## src/sv/stfw_pkg.sv

```systemverilog
`timescale 1ns / 1ps
// Shared types and codes for the semaphore table.
// No dependencies.
package stfw_pkg;

	typedef enum logic [1:0] {
		ACT_OPEN  = 2'd0,
		ACT_WAIT  = 2'd1,
		ACT_POST  = 2'd2,
		ACT_CLOSE = 2'd3
	} action_t;

	typedef enum logic [2:0] {
		ST_OK             = 3'd0,
		ST_UNKNOWN        = 3'd1,
		ST_LISTENERS_FULL = 3'd2,
		ST_TABLE_FULL     = 3'd3,
		ST_QUEUE_FULL     = 3'd4
	} status_t;

	localparam logic [15:0] COUNT_MAX = 16'hFFFF;

	typedef struct packed {
		status_t     status;
		logic        must_block;
		logic        wake_valid;
		logic [7:0]  wake_pid;
	} result_t;

endpackage

```

## src/sv/stfw_keys.sv

```systemverilog
`timescale 1ns / 1ps
// Key store: valid bits and 32-bit keys in flops, parallel lookup,
// lowest matching slot and lowest free slot. Uses no package.
module stfw_keys #(
	parameter int SLOTS = 16,
	parameter int SW    = 4
) (
	input  logic          clk,
	input  logic          arst_n,
	input  logic [31:0]   key,
	output logic          hit,
	output logic [SW-1:0] hit_idx,
	output logic          free_ok,
	output logic [SW-1:0] free_idx,
	input  logic          set,
	input  logic          clr,
	input  logic [SW-1:0] wr_idx,
	input  logic [31:0]   wr_key
);

	logic [SLOTS-1:0] valid_q;
	logic [31:0]      key_q [SLOTS];

	always_ff @(posedge clk or negedge arst_n) begin
		if (!arst_n) begin
			valid_q <= '0;
		end else begin
			if (set)
				valid_q[wr_idx] <= 1'b1;
			else if (clr)
				valid_q[wr_idx] <= 1'b0;
		end
	end

	always_ff @(posedge clk) begin
		if (set)
			key_q[wr_idx] <= wr_key;
	end

	// lowest index wins: scan downward so the last assignment is the lowest
	always_comb begin
		hit      = 1'b0;
		hit_idx  = '0;
		free_ok  = 1'b0;
		free_idx = '0;
		for (int i = SLOTS - 1; i >= 0; i--) begin
			if (valid_q[i] && key_q[i] == key) begin
				hit     = 1'b1;
				hit_idx = SW'(i);
			end
			if (!valid_q[i]) begin
				free_ok  = 1'b1;
				free_idx = SW'(i);
			end
		end
	end

endmodule

```

## src/sv/stfw_ram.sv

```systemverilog
`timescale 1ns / 1ps
// Single-port-write, single-port-read synchronous RAM, registered read.
// No dependencies.
module stfw_ram #(
	parameter int DEPTH = 16,
	parameter int AW    = 4,
	parameter int DW    = 8
) (
	input  logic          clk,
	input  logic          we,
	input  logic [AW-1:0] waddr,
	input  logic [DW-1:0] wdata,
	input  logic          re,
	input  logic [AW-1:0] raddr,
	output logic [DW-1:0] rdata
);

	logic [DW-1:0] mem [DEPTH];

	always_ff @(posedge clk) begin
		if (we)
			mem[waddr] <= wdata;
		if (re)
			rdata <= mem[raddr];
	end

endmodule

```

## src/sv/semaphore_table_fifo_wait.sv

```systemverilog
`timescale 1ns / 1ps
// Semaphore table with per-semaphore FIFO wait queues.
// A request is accepted while idle; the slot RAM read-modify-write follows in
// the update state, and a post that wakes a waiter adds a pid RAM read
// state. One request in flight at a time: a new request is accepted only once
// the last result has moved into the output register, where it may wait on out_ready.
// Async active-low reset clears the FSM, the output valid and the key valid
// bits; RAM contents are not cleared.
module semaphore_table_fifo_wait #(
	parameter int SLOTS       = 16,
	parameter int MAX_WAITERS = 16
) (
	input  logic        clk,
	input  logic        arst_n,
	input  logic        in_valid,
	output logic        in_ready,
	input  logic [1:0]  action,
	input  logic [31:0] sem_id,
	input  logic [15:0] initial_count,
	input  logic [7:0]  requester_pid,
	output logic        out_valid,
	input  logic        out_ready,
	output logic [2:0]  status,
	output logic        must_block,
	output logic        wake_valid,
	output logic [7:0]  wake_pid
);

	localparam int SW = (SLOTS > 1) ? $clog2(SLOTS) : 1;
	localparam int LW = $clog2(MAX_WAITERS + 1);
	localparam int HW = (MAX_WAITERS > 1) ? $clog2(MAX_WAITERS) : 1;
	localparam int PD = SLOTS * MAX_WAITERS;
	localparam int AW = (PD > 1) ? $clog2(PD) : 1;
	localparam int DW = 16 + LW + LW + HW;

	typedef enum logic [1:0] {S_IDLE, S_RMW, S_PID, S_OUT} state_t;

	state_t state_q;

	// request captured at accept
	stfw_pkg::action_t act_s1;
	logic [31:0]       key_s1;
	logic [15:0]       init_s1;
	logic [7:0]        pid_s1;
	logic              hit_s1;
	logic              free_s1;
	logic [SW-1:0]     idx_s1;

	stfw_pkg::result_t res_q;
	stfw_pkg::result_t out_q;
	stfw_pkg::result_t fin;
	logic              out_valid_q;

	// key lookup runs on the request ports while idle
	logic          hit, free_ok;
	logic [SW-1:0] hit_idx, free_idx;
	logic          key_set, key_clr;

	stfw_keys #(.SLOTS(SLOTS), .SW(SW)) u_keys (
		.clk(clk), .arst_n(arst_n), .key(sem_id),
		.hit(hit), .hit_idx(hit_idx), .free_ok(free_ok), .free_idx(free_idx),
		.set(key_set), .clr(key_clr), .wr_idx(idx_s1), .wr_key(key_s1)
	);

	wire accept = in_valid && in_ready;
	assign in_ready = (state_q == S_IDLE);

	// slot RAM: {count, listeners, waiter total, waiter head}
	logic          slot_we;
	logic [DW-1:0] slot_wdata, slot_rdata;

	stfw_ram #(.DEPTH(SLOTS), .AW(SW), .DW(DW)) u_slot_ram (
		.clk(clk), .we(slot_we), .waddr(idx_s1), .wdata(slot_wdata),
		.re(accept), .raddr(hit ? hit_idx : free_idx), .rdata(slot_rdata)
	);

	// pid ring RAM, slot-major
	logic          pid_we, pid_re;
	logic [AW-1:0] pid_waddr, pid_raddr;
	logic [7:0]    pid_rdata;

	stfw_ram #(.DEPTH(PD), .AW(AW), .DW(8)) u_pid_ram (
		.clk(clk), .we(pid_we), .waddr(pid_waddr), .wdata(pid_s1),
		.re(pid_re), .raddr(pid_raddr), .rdata(pid_rdata)
	);

	// read-modify-write of the slot entry
	logic [15:0]   cur_cnt, new_cnt;
	logic [LW-1:0] cur_lst, new_lst, cur_tot, new_tot;
	logic [HW-1:0] cur_head, new_head, tail_pos;
	logic [LW:0]   pos_sum;
	logic [LW:0]   head_inc;
	logic          create;
	logic          go_pid;
	stfw_pkg::result_t rmw_res;

	always_comb begin
		create = (act_s1 == stfw_pkg::ACT_OPEN) && !hit_s1 && free_s1;
		if (create) begin
			cur_cnt  = init_s1;
			cur_lst  = '0;
			cur_tot  = '0;
			cur_head = '0;
		end else begin
			{cur_cnt, cur_lst, cur_tot, cur_head} = slot_rdata;
		end
		new_cnt  = cur_cnt;
		new_lst  = cur_lst;
		new_tot  = cur_tot;
		new_head = cur_head;

		pos_sum = (LW+1)'(cur_head) + (LW+1)'(cur_tot);
		if (pos_sum >= (LW+1)'(MAX_WAITERS))
			pos_sum = pos_sum - (LW+1)'(MAX_WAITERS);
		tail_pos = HW'(pos_sum);
		head_inc = (LW+1)'(cur_head) + (LW+1)'(1);
		if (head_inc >= (LW+1)'(MAX_WAITERS))
			head_inc = '0;

		rmw_res = '{stfw_pkg::ST_OK, 1'b0, 1'b0, 8'd0};
		key_set = 1'b0;
		key_clr = 1'b0;
		pid_we  = 1'b0;
		pid_re  = 1'b0;
		go_pid  = 1'b0;

		if (act_s1 == stfw_pkg::ACT_OPEN) begin
			key_set = (state_q == S_RMW) && create;
			if (!hit_s1 && !free_s1)
				rmw_res.status = stfw_pkg::ST_TABLE_FULL;
			else if (cur_lst >= LW'(MAX_WAITERS))
				rmw_res.status = stfw_pkg::ST_LISTENERS_FULL;
			else
				new_lst = cur_lst + LW'(1);
		end else if (!hit_s1) begin
			rmw_res.status = stfw_pkg::ST_UNKNOWN;
		end else if (act_s1 == stfw_pkg::ACT_WAIT) begin
			if (cur_cnt != 16'd0) begin
				new_cnt = cur_cnt - 16'd1;
			end else if (cur_tot >= LW'(MAX_WAITERS)) begin
				rmw_res.status = stfw_pkg::ST_QUEUE_FULL;
			end else begin
				pid_we  = (state_q == S_RMW);
				new_tot = cur_tot + LW'(1);
				rmw_res.must_block = 1'b1;
			end
		end else if (act_s1 == stfw_pkg::ACT_POST) begin
			if (cur_tot != '0) begin
				pid_re   = (state_q == S_RMW);
				go_pid   = 1'b1;
				new_head = HW'(head_inc);
				new_tot  = cur_tot - LW'(1);
			end else if (cur_cnt != stfw_pkg::COUNT_MAX) begin
				new_cnt = cur_cnt + 16'd1;
			end
		end else begin
			if (cur_lst != '0)
				new_lst = cur_lst - LW'(1);
			if (new_lst == '0) begin
				key_clr  = (state_q == S_RMW);
				new_tot  = '0;
				new_head = '0;
			end
		end
		slot_we    = (state_q == S_RMW) && (hit_s1 || create);
		slot_wdata = {new_cnt, new_lst, new_tot, new_head};
	end

	assign pid_waddr = AW'(idx_s1) * AW'(MAX_WAITERS) + AW'(tail_pos);
	assign pid_raddr = AW'(idx_s1) * AW'(MAX_WAITERS) + AW'(cur_head);

	// result ready this cycle, by state
	always_comb begin
		case (state_q)
			S_RMW:   fin = rmw_res;
			S_PID:   fin = '{stfw_pkg::ST_OK, 1'b0, 1'b1, pid_rdata};
			default: fin = res_q;
		endcase
	end

	wire out_free = !out_valid_q || out_ready;
	// a finished result moves into the output register this cycle
	wire out_load = (state_q != S_IDLE) && !(state_q == S_RMW && go_pid) && out_free;

	always_ff @(posedge clk or negedge arst_n) begin
		if (!arst_n) begin
			state_q     <= S_IDLE;
			out_valid_q <= 1'b0;
		end else begin
			if (out_load)
				out_valid_q <= 1'b1;
			else if (out_valid_q && out_ready)
				out_valid_q <= 1'b0;
			case (state_q)
				S_IDLE: begin
					if (accept) begin
						act_s1  <= stfw_pkg::action_t'(action);
						key_s1  <= sem_id;
						init_s1 <= initial_count;
						pid_s1  <= requester_pid;
						hit_s1  <= hit;
						free_s1 <= free_ok;
						idx_s1  <= hit ? hit_idx : free_idx;
						state_q <= S_RMW;
					end
				end
				S_RMW, S_PID, S_OUT: begin
					if (state_q == S_RMW && go_pid) begin
						state_q <= S_PID;
					end else if (out_free) begin
						out_q   <= fin;
						state_q <= S_IDLE;
					end else begin
						res_q   <= fin;
						state_q <= S_OUT;
					end
				end
				default: state_q <= S_IDLE;
			endcase
		end
	end

	assign out_valid  = out_valid_q;
	assign status     = out_q.status;
	assign must_block = out_q.must_block;
	assign wake_valid = out_q.wake_valid;
	assign wake_pid   = out_q.wake_pid;

	// a pid read only follows the slot update of a post
	a_pid_after_rmw: assert property (@(posedge clk) disable iff (!arst_n)
		state_q == S_PID |-> $past(state_q) == S_RMW && act_s1 == stfw_pkg::ACT_POST)
		else $error("pid read stage entered out of order");

	// a result never both blocks and wakes
	a_block_wake: assert property (@(posedge clk) disable iff (!arst_n)
		out_valid |-> !(must_block && wake_valid))
		else $error("result both blocks and wakes");

	// an accepted request always goes to the slot update next
	a_accept_rmw: assert property (@(posedge clk) disable iff (!arst_n)
		accept |=> state_q == S_RMW)
		else $error("accepted request skipped slot update");

	// pid RAM and key store never written outside the update cycle
	a_write_window: assert property (@(posedge clk) disable iff (!arst_n)
		(pid_we || key_set || key_clr) |-> state_q == S_RMW)
		else $error("state write outside update cycle");

endmodule

```

## config.mk

```make
export PLATFORM = sky130hd
export DESIGN_NAME = semaphore_table_fifo_wait
export DESIGN_NICKNAME = d
export VERILOG_FILES = /design/src/sv/stfw_pkg.sv /design/src/sv/stfw_keys.sv /design/src/sv/stfw_ram.sv /design/src/sv/semaphore_table_fifo_wait.sv
export SDC_FILE = /design/constraint.sdc
export NUM_CORES = 2
export LEC_CHECK = 0
export BUFFER_PORTS_ARGS = -buffer_cell sky130_fd_sc_hd__buf_2
export CORE_MARGIN = 3
export CORE_UTILIZATION = 30
export DETAILED_ROUTE_END_ITERATION = 8
export PLACE_DENSITY = 0.42
export SLEW_MARGIN = 20
export SYNTH_ARGS = -nofsm -noshare
export SYNTH_HDL_FRONTEND = slang
export SYNTH_HIERARCHICAL = 1
export SYNTH_SLANG_ARGS = --single-unit
```

## constraint.sdc

```tcl
create_clock -name clk -period 4.8 [get_ports clk]
set_input_delay 0.48 -clock clk [delete_from_list [all_inputs] [get_ports clk]]
set_output_delay 0.48 -clock clk [all_outputs]
set_load 0.01 [all_outputs]
```

# Yosys cells after proc, flatten, opt, wreduce, memory -nomap -nowiden
# Memory sizes are Yosys's and may differ from the RTL's. A register that Yosys moved wholly into a read port is not among the register bits.
# Index checks and enable logic that the tools add are counted.
# totals
regBits,109
ram_bits,3040
input_bits,62
out_inout_bits,15
elab_cells,249
mem_count,3
# classes
add_sub_neg,11
order_cmp,6
n_eq_ne,23
mux,136
bitwise,5
n_reduce_logical,47
# mem_list
name,words,width,rd,rd_ports_with_merged_regs,write_ports,line_no,text
u_pid_ram.mem,256,8,1,1,1,stfw_ram.sv:18,logic [DW-1:0] mem [DEPTH];
u_keys.key_q,16,32,16,0,1,stfw_keys.sv:22,logic [31:0] key_q [SLOTS];
u_slot_ram.mem,16,30,1,1,1,stfw_ram.sv:18,
# op_table
op,n
equality test 32 bit,16
two-way mux 4 bit,44
two-way mux 16 bit,10
two-way mux 5 bit,21
two-way mux 1 bit,50
logical AND 1 bit,27
case mux 13 bit (2 select lines),1
"adder 16 x 1 -> 16 bit, second input constant",1
adder 8 x 4 -> 8 bit,2
bitwise AND 16 bit,1
"inequality test 16 bit, second input constant",1
NOT 16 bit,1
OR 16 bit,1
nonzero test 16 bit,1
"subtractor 16 x 1 -> 16 bit, second input constant",1
">= comparator 5 bit, second input constant",3
AND reduction 15 bit,1
"adder 5 x 1 -> 5 bit, second input constant",2
two-way mux 2 bit,5
nonzero test 5 bit,2
"subtractor 5 x 1 -> 5 bit, second input constant",2
two-way mux 3 bit,3
AND reduction 4 bit,2
adder 4 x 5 -> 6 bit,1
other kinds (18),29

# Depth between registers and ports, before layout
# An unclocked memory read counts as a cell.
# depth
ltp_word,20
ltp_mapped,17
depth_no_buf,13

# By module
# The synthesis kept the hierarchy.
# modules_own_cells
mod,n_inst,cells_per_inst,area_per_inst_um2,seq_area_each_um2
stfw_ram at u_pid_ram,1,3733,79636.4,61739.2
stfw_keys,1,1415,22484.1,15775.1
stfw_ram at u_slot_ram,1,785,19239.7,15314.7
semaphore_table_fifo_wait,1,519,5477.8,2777.7

# Least setup slack after synthesis
# No wires, ideal clock.
# synth_path
path_kind,reg2reg
startpoint,reg act_s1[1]
endpoint,mem u_pid_ram.mem[940][0] (netlist: u_pid_ram/mem[235][0]) (enable)
setup_ns,0.370
arrival_time_ns,4.122
t_required_ns,4.430
path_slack_ns,0.308
stages_incl_launch_ff,17
n_path_buf,7
period_less_slack_ns,4.492
cell_sequence,edfxtp_1 > or4b_1 > buf_4 > buf_2 > buf_2 > buf_1 > and2_1 > ha_1 > a21o_1 > a21oi_1 > xnor2_1 > clkbuf_1 > nor2b_1 > clkbuf_1 > nand4_1 > clkbuf_1 > nor2_1
# synth_between
word_cells_on_any_way,21
cone_classes,3 x add/sub; 2 x order compare; 1 x eq/ne; 11 x mux; 4 x reduce/logical
# synth_rtl
item,line_no,text
start: declaration,semaphore_table_fifo_wait.sv:41,stfw_pkg::action_t act_s1;
start signal: assignment,semaphore_table_fifo_wait.sv:197,act_s1 <= stfw_pkg::action_t'(action);
zero test 2 bit (*),semaphore_table_fifo_wait.sv:98,create = (act_s1 == stfw_pkg::ACT_OPEN) && !hit_s1 && free_s1;
logical AND 1 bit (*) (2 in a row),semaphore_table_fifo_wait.sv:98,
two-way mux 4 bit (*),semaphore_table_fifo_wait.sv:99,if (create) begin
net cur_head[1],semaphore_table_fifo_wait.sv:90,"logic [HW-1:0] cur_head, new_head, tail_pos;"
adder 4 x 5 -> 6 bit (*),semaphore_table_fifo_wait.sv:112,pos_sum = (LW+1)'(cur_head) + (LW+1)'(cur_tot);
>= comparator 6 x 5 -> 1 bit or subtractor 4 x 1 -> 4 bit (tied branches),"semaphore_table_fifo_wait.sv:113, semaphore_table_fifo_wait.sv:114",
two-way mux 4 bit (*),semaphore_table_fifo_wait.sv:113,if (pos_sum >= (LW+1)'(MAX_WAITERS))
adder 8 x 4 -> 8 bit (*),semaphore_table_fifo_wait.sv:169,assign pid_waddr = AW'(idx_s1) * AW'(MAX_WAITERS) + AW'(tail_pos);
net pid_waddr[3],semaphore_table_fifo_wait.sv:79,"logic [AW-1:0] pid_waddr, pid_raddr;"
end: declaration,stfw_ram.sv:18,
# The timed path passes the listed nets; every way through them passes the cells marked *.

# Final worst setup path
# layout_path
startpoint,in sem_id[11]
endpoint,"reg u_slot_ram.rdata[26], read port of u_slot_ram.mem, data pin"
# layout_between
elab_chain_cells,19
word_cells_on_any_way,65
cone_classes,16 x eq/ne; 33 x mux; 16 x reduce/logical
# layout_lines
item,line_no,text
start: declaration,semaphore_table_fifo_wait.sv:18,"input logic [31:0] sem_id,"
equality test 32 bit,stfw_keys.sv:47,if (valid_q[i] && key_q[i] == key) begin
logical AND 1 bit,stfw_keys.sv:47,
two-way mux 4 bit (15 in a row),stfw_keys.sv:47,
two-way mux 4 bit (*),stfw_keys.sv:47,
net hit_idx[0],semaphore_table_fifo_wait.sv:56,"logic [SW-1:0] hit_idx, free_idx;"
two-way mux 4 bit (*),semaphore_table_fifo_wait.sv:74,".re(accept), .raddr(hit ? hit_idx : free_idx), .rdata(slot_rdata)"
end: declaration,stfw_ram.sv:15,output logic [DW-1:0] rdata
# Marked as above.
# A chain may end at the register's enable or synchronous reset.

==> impl_metrics.tcl <==
set metrics [dict create \
    die-area_mm2 0.431 \
    crit_fanout 30 \
    seqPwrFrac_pct 46.7 \
    clock-sinks 3187 \
    vias 66511 \
    regToRegSetupSlack_ns 0.10 \
    p_sw_share_pct 25.3 \
    layout_common_cells "edfxtp_1 (3168), buf_4 (667), mux4_2 (520)" \
    r2r-end "u_pid_ram/rdata[1]$_DFFE_PP_" \
    cp.required_ns 5.45 \
    grt_first_pass_wirelength_mm 545 \
    synth_warnings 6 \
    synth-edff-count 3168 \
    fin_worst_skew_ns 0.0578 \
    row_count 238 \
    routedWlPerCell_um 29.3 \
    drtPass1Iterations 6 \
    nFillCells 39126 \
    dieHeight_um 656 \
    synth_async_sr_flop_share_pct 0.596 \
    end_kind "flip-flop" \
    path_cells "dlygate4sd3_1 -> buf_2 -> buf_12 -> buf_4 -> xor2_1 -> nor4_1 -> buf_4 -> nand4_1 -> or4_1 -> o21ai_0 -> nand2_1 -> o21ai_1 -> mux2_8 -> buf_12 -> mux4_1 -> a22oi_1 -> nand2_1" \
    rsz0062_at_grt "false" \
    postSynthAreaPerCell_um2 19.7 \
    worstRegToRegCells 13 \
    portBuffers 76 \
    io_pins 77 \
    timing_worst_setup_path_type "input pin to flip-flop" \
    cts-root-buf "clkbuf_16" \
    worstPathArrival_ns 5.48 \
    antenna_found_initial 15 \
    synth-seq-cells 3187 \
    max-slew-margin-rel_pct 8.40 \
    cpPeakStageDelay_ns 0.74 \
    grt_overflow 0 \
    ir_drop_mv 0.288 \
    finalNetCount 7411 \
    cp_slowest_cell "nor4_1" \
    power_mw 68.7 \
    finalHoldViolCount 0 \
    cellPowerDensity_mw_per_mm2 454 \
    cap_violations 0 \
    synth_largest_area_cell "edfxtp_1" \
    clkLatencyLatePin_ns 0.94 \
    hold_end "key_s1[19]$_DFFE_PP_" \
    hold_path.class "input pin to flip-flop" \
    areaGrowthSynthToFinish_pct 19.4 \
    clock_path_buffers 4 \
    postCtsSetupRepairBufs 0 \
    ys_seq_area_share_pct 75.4 \
    initial_core_util_pct 30.1 \
    grt_pass1_vias 67997 \
    gp_congestion 0.849 \
    syn-num-nets 6530 \
    layout_min_cycle_time_ns 4.83 \
    drive_gt1_share_pct 26.0 \
    drc 0 \
    max_freq_ghz 0.207 \
    synthesis.area_mm2 0.127 \
    drt_wl_total_mm 390 \
    die_x_um 656 \
    min_from "sem_id[19]" \
    p_leak_nw 47.7 \
    switchingPower_mw 17.4 \
    coreArea_mm2 0.421 \
    setup_ws_ns -0.0265 \
    path_clk_slew_ns 0.06 \
    drv_slew 0 \
    intPower_mw 51.3 \
    r2r_start "hit_s1$_DFFE_PP_" \
    drtAntennaViolNets 0 \
    regArea_mm2 0.0956 \
    synth_cell_types 94 \
    grt_max_degree 166 \
    hpwl_mm 250 \
    pwr-share-comb_pct 13.7 \
    htreeDepth 5 \
    synthFlopType "edfxtp_1" \
    p_clk_share_pct 39.6 \
    drt-initial-drc-count 6386 \
    routed_via_density 5.01 \
    final_common_cell "edfxtp_1" \
    grt_use_total_pct 17.7 \
    ys_top_cells_by_area "edfxtp_1 (75%), mux4_2 (9.2%), xnor2_1 (2.9%), mux2i_1 (1.2%), a22oi_1 (1.2%)" \
    status "finished, violations left" \
    worst_hold_slack_ns 0.119 \
    synth_top_cell_area_share_pct 75.0 \
    hold_path_depth 1 \
    synthCells 6452 \
    cts-buffers-inserted 361 \
    violations "setup timing" \
    worst_pin_slew_ns 1.37 \
    fin_crit_sh_pct 101 \
    multi_input_area_mm2 0.0293 \
    tritoncts "yes" \
    setup_violations 3 \
    critPathLaunchType "input pin" \
]
## worst max path at each step
stage / start / end / cells after the start
2_1_floorplan: act_s1[1]$_DFFE_PP_ / u_pid_ram/mem[235][0]$_DFFE_PP_ / 16
3_3_place_gp: hit_s1$_DFFE_PP_ / u_pid_ram/rdata[7]$_DFFE_PP_ / 12
3_5_place_dp: sem_id[11] / u_slot_ram/rdata[26]$_DFFE_PP_ / 16
4_1_cts: hit_s1$_DFFE_PP_ / u_pid_ram/rdata[3]$_DFFE_PP_ / 12
5_1_grt: hit_s1$_DFFE_PP_ / u_pid_ram/rdata[4]$_DFFE_PP_ / 13
6_report: sem_id[11] / u_slot_ram/rdata[26]$_DFFE_PP_ / 17
## worst max-delay path: cells and delay by family
| family | cells | cell delay (ns) |
|---|---|---|
| xor+xnor | 1 | 0.12 |
| simple gates | 5 | 1.55 |
| compound gates | 3 | 0.43 |
| buf+inv | 6 | 1.81 |
| mux | 2 | 0.95 |
## sequential cells by signal, summed over array words and instances (netlist names), 13 cells and up, named ones only
signal and flops:
u_slot_ram/rdata 30, res_q 13, key_s1 32, u_keys/key_q 512
u_slot_ram/mem 480, u_pid_ram/mem 2048, init_s1 16
## cells by family after synthesis
family | synth area share (%)
compound gates | 3.42
xor+xnor | 3.64
fa+ha+maj | 0.164
buf+inv | 1.96
flops | 75.4
mux | 11.7
simple gates | 3.72
## per-stage QoR
| stage | cells | setup WS (ns) | cell area, um2 | utilization, % | TNS (ns) |
|---|---|---|---|---|---|
| after floorplan | 6452 | 0.308 | 127000 | - | 0 |
| after global placement | 12547 | -0.996 | 139000 | 33.0 | -13.47 |
| after detailed placement | 12561 | -0.298 | 139000 | 33.1 | -6.93 |
| after CTS | 13271 | 0.0334 | 151000 | 36.0 | 0 |
| after global routing | 13274 | 0.0212 | 151000 | 36.0 | 0 |
| final | 13280 | -0.0265 | 151000 | 36.0 | -0.0655 |
## layer usage
| layer | share of wire, % | vias to the layer above | GRT usage (%) |
|---|---|---|---|
| met5 | 0.0021 | - | 0 |
| met1 | 45 | 35922 | 25.1 |
| met4 | 2.3 | 2 | 4.10 |
| li1 | - | 28166 | - |
| met2 | 48 | 1928 | 29.2 |
| met3 | 4.5 | 493 | 1.93 |
## cells in the mapped netlist, types with 17 or more instances
cell type and instances:
edfxtp_1 3168, mux4_2 520, xnor2_1 424, nor2_1 350, a22oi_1 198, mux2i_1 154
clkbuf_1 149, nand4_1 131, a21oi_1 127, nand2_1 121, xor2_1 103, nand3_1 87
o21ai_0 81, buf_2 79, nor4_1 66, mux4_1 56, nor3_1 49, o221ai_1 46
buf_6 41, nor2b_1 39, buf_4 37, inv_1 35, o22ai_1 35, buf_1 27
dfrtp_1 19, and3_1 18, buf_12 18, a211oi_1 17
## final cells by class
cell class	count	area share [%]
Tap cell	5640	4.66
Antenna cell	9	0.0149
Sequential cell	3187	63.2
Multi-Input combinational cell	2865	19.3
Timing Repair Buffer	882	5.05
Inverter	36	0.0959
Clock buffer	431	6.24
Clock inverter	230	1.44
## power groups by stage
stage,Combinational (mW),Sequential [mW],Clock (mW)
after floorplan,5.51,32.7,0
after global routing,10.0,32.1,29.1
after detailed placement,9.54,32.6,0
after CTS,9.60,32.1,28.0
final,9.43,32.1,27.2
after global placement,9.41,32.7,0
## timing repair
| item | in CTS | in global routing |
|---|---|---|
| setup endpoints to repair | 2 | 3 |
| pin swaps | 0 | 0 |
| hold buffers | 49 | 0 |
| hold endpoints to repair | 65 | 0 |
| cloned | 0 | 0 |
| resized for setup | 3 | 3 |
No activity file was read; power rests on OpenSTA's default activity.
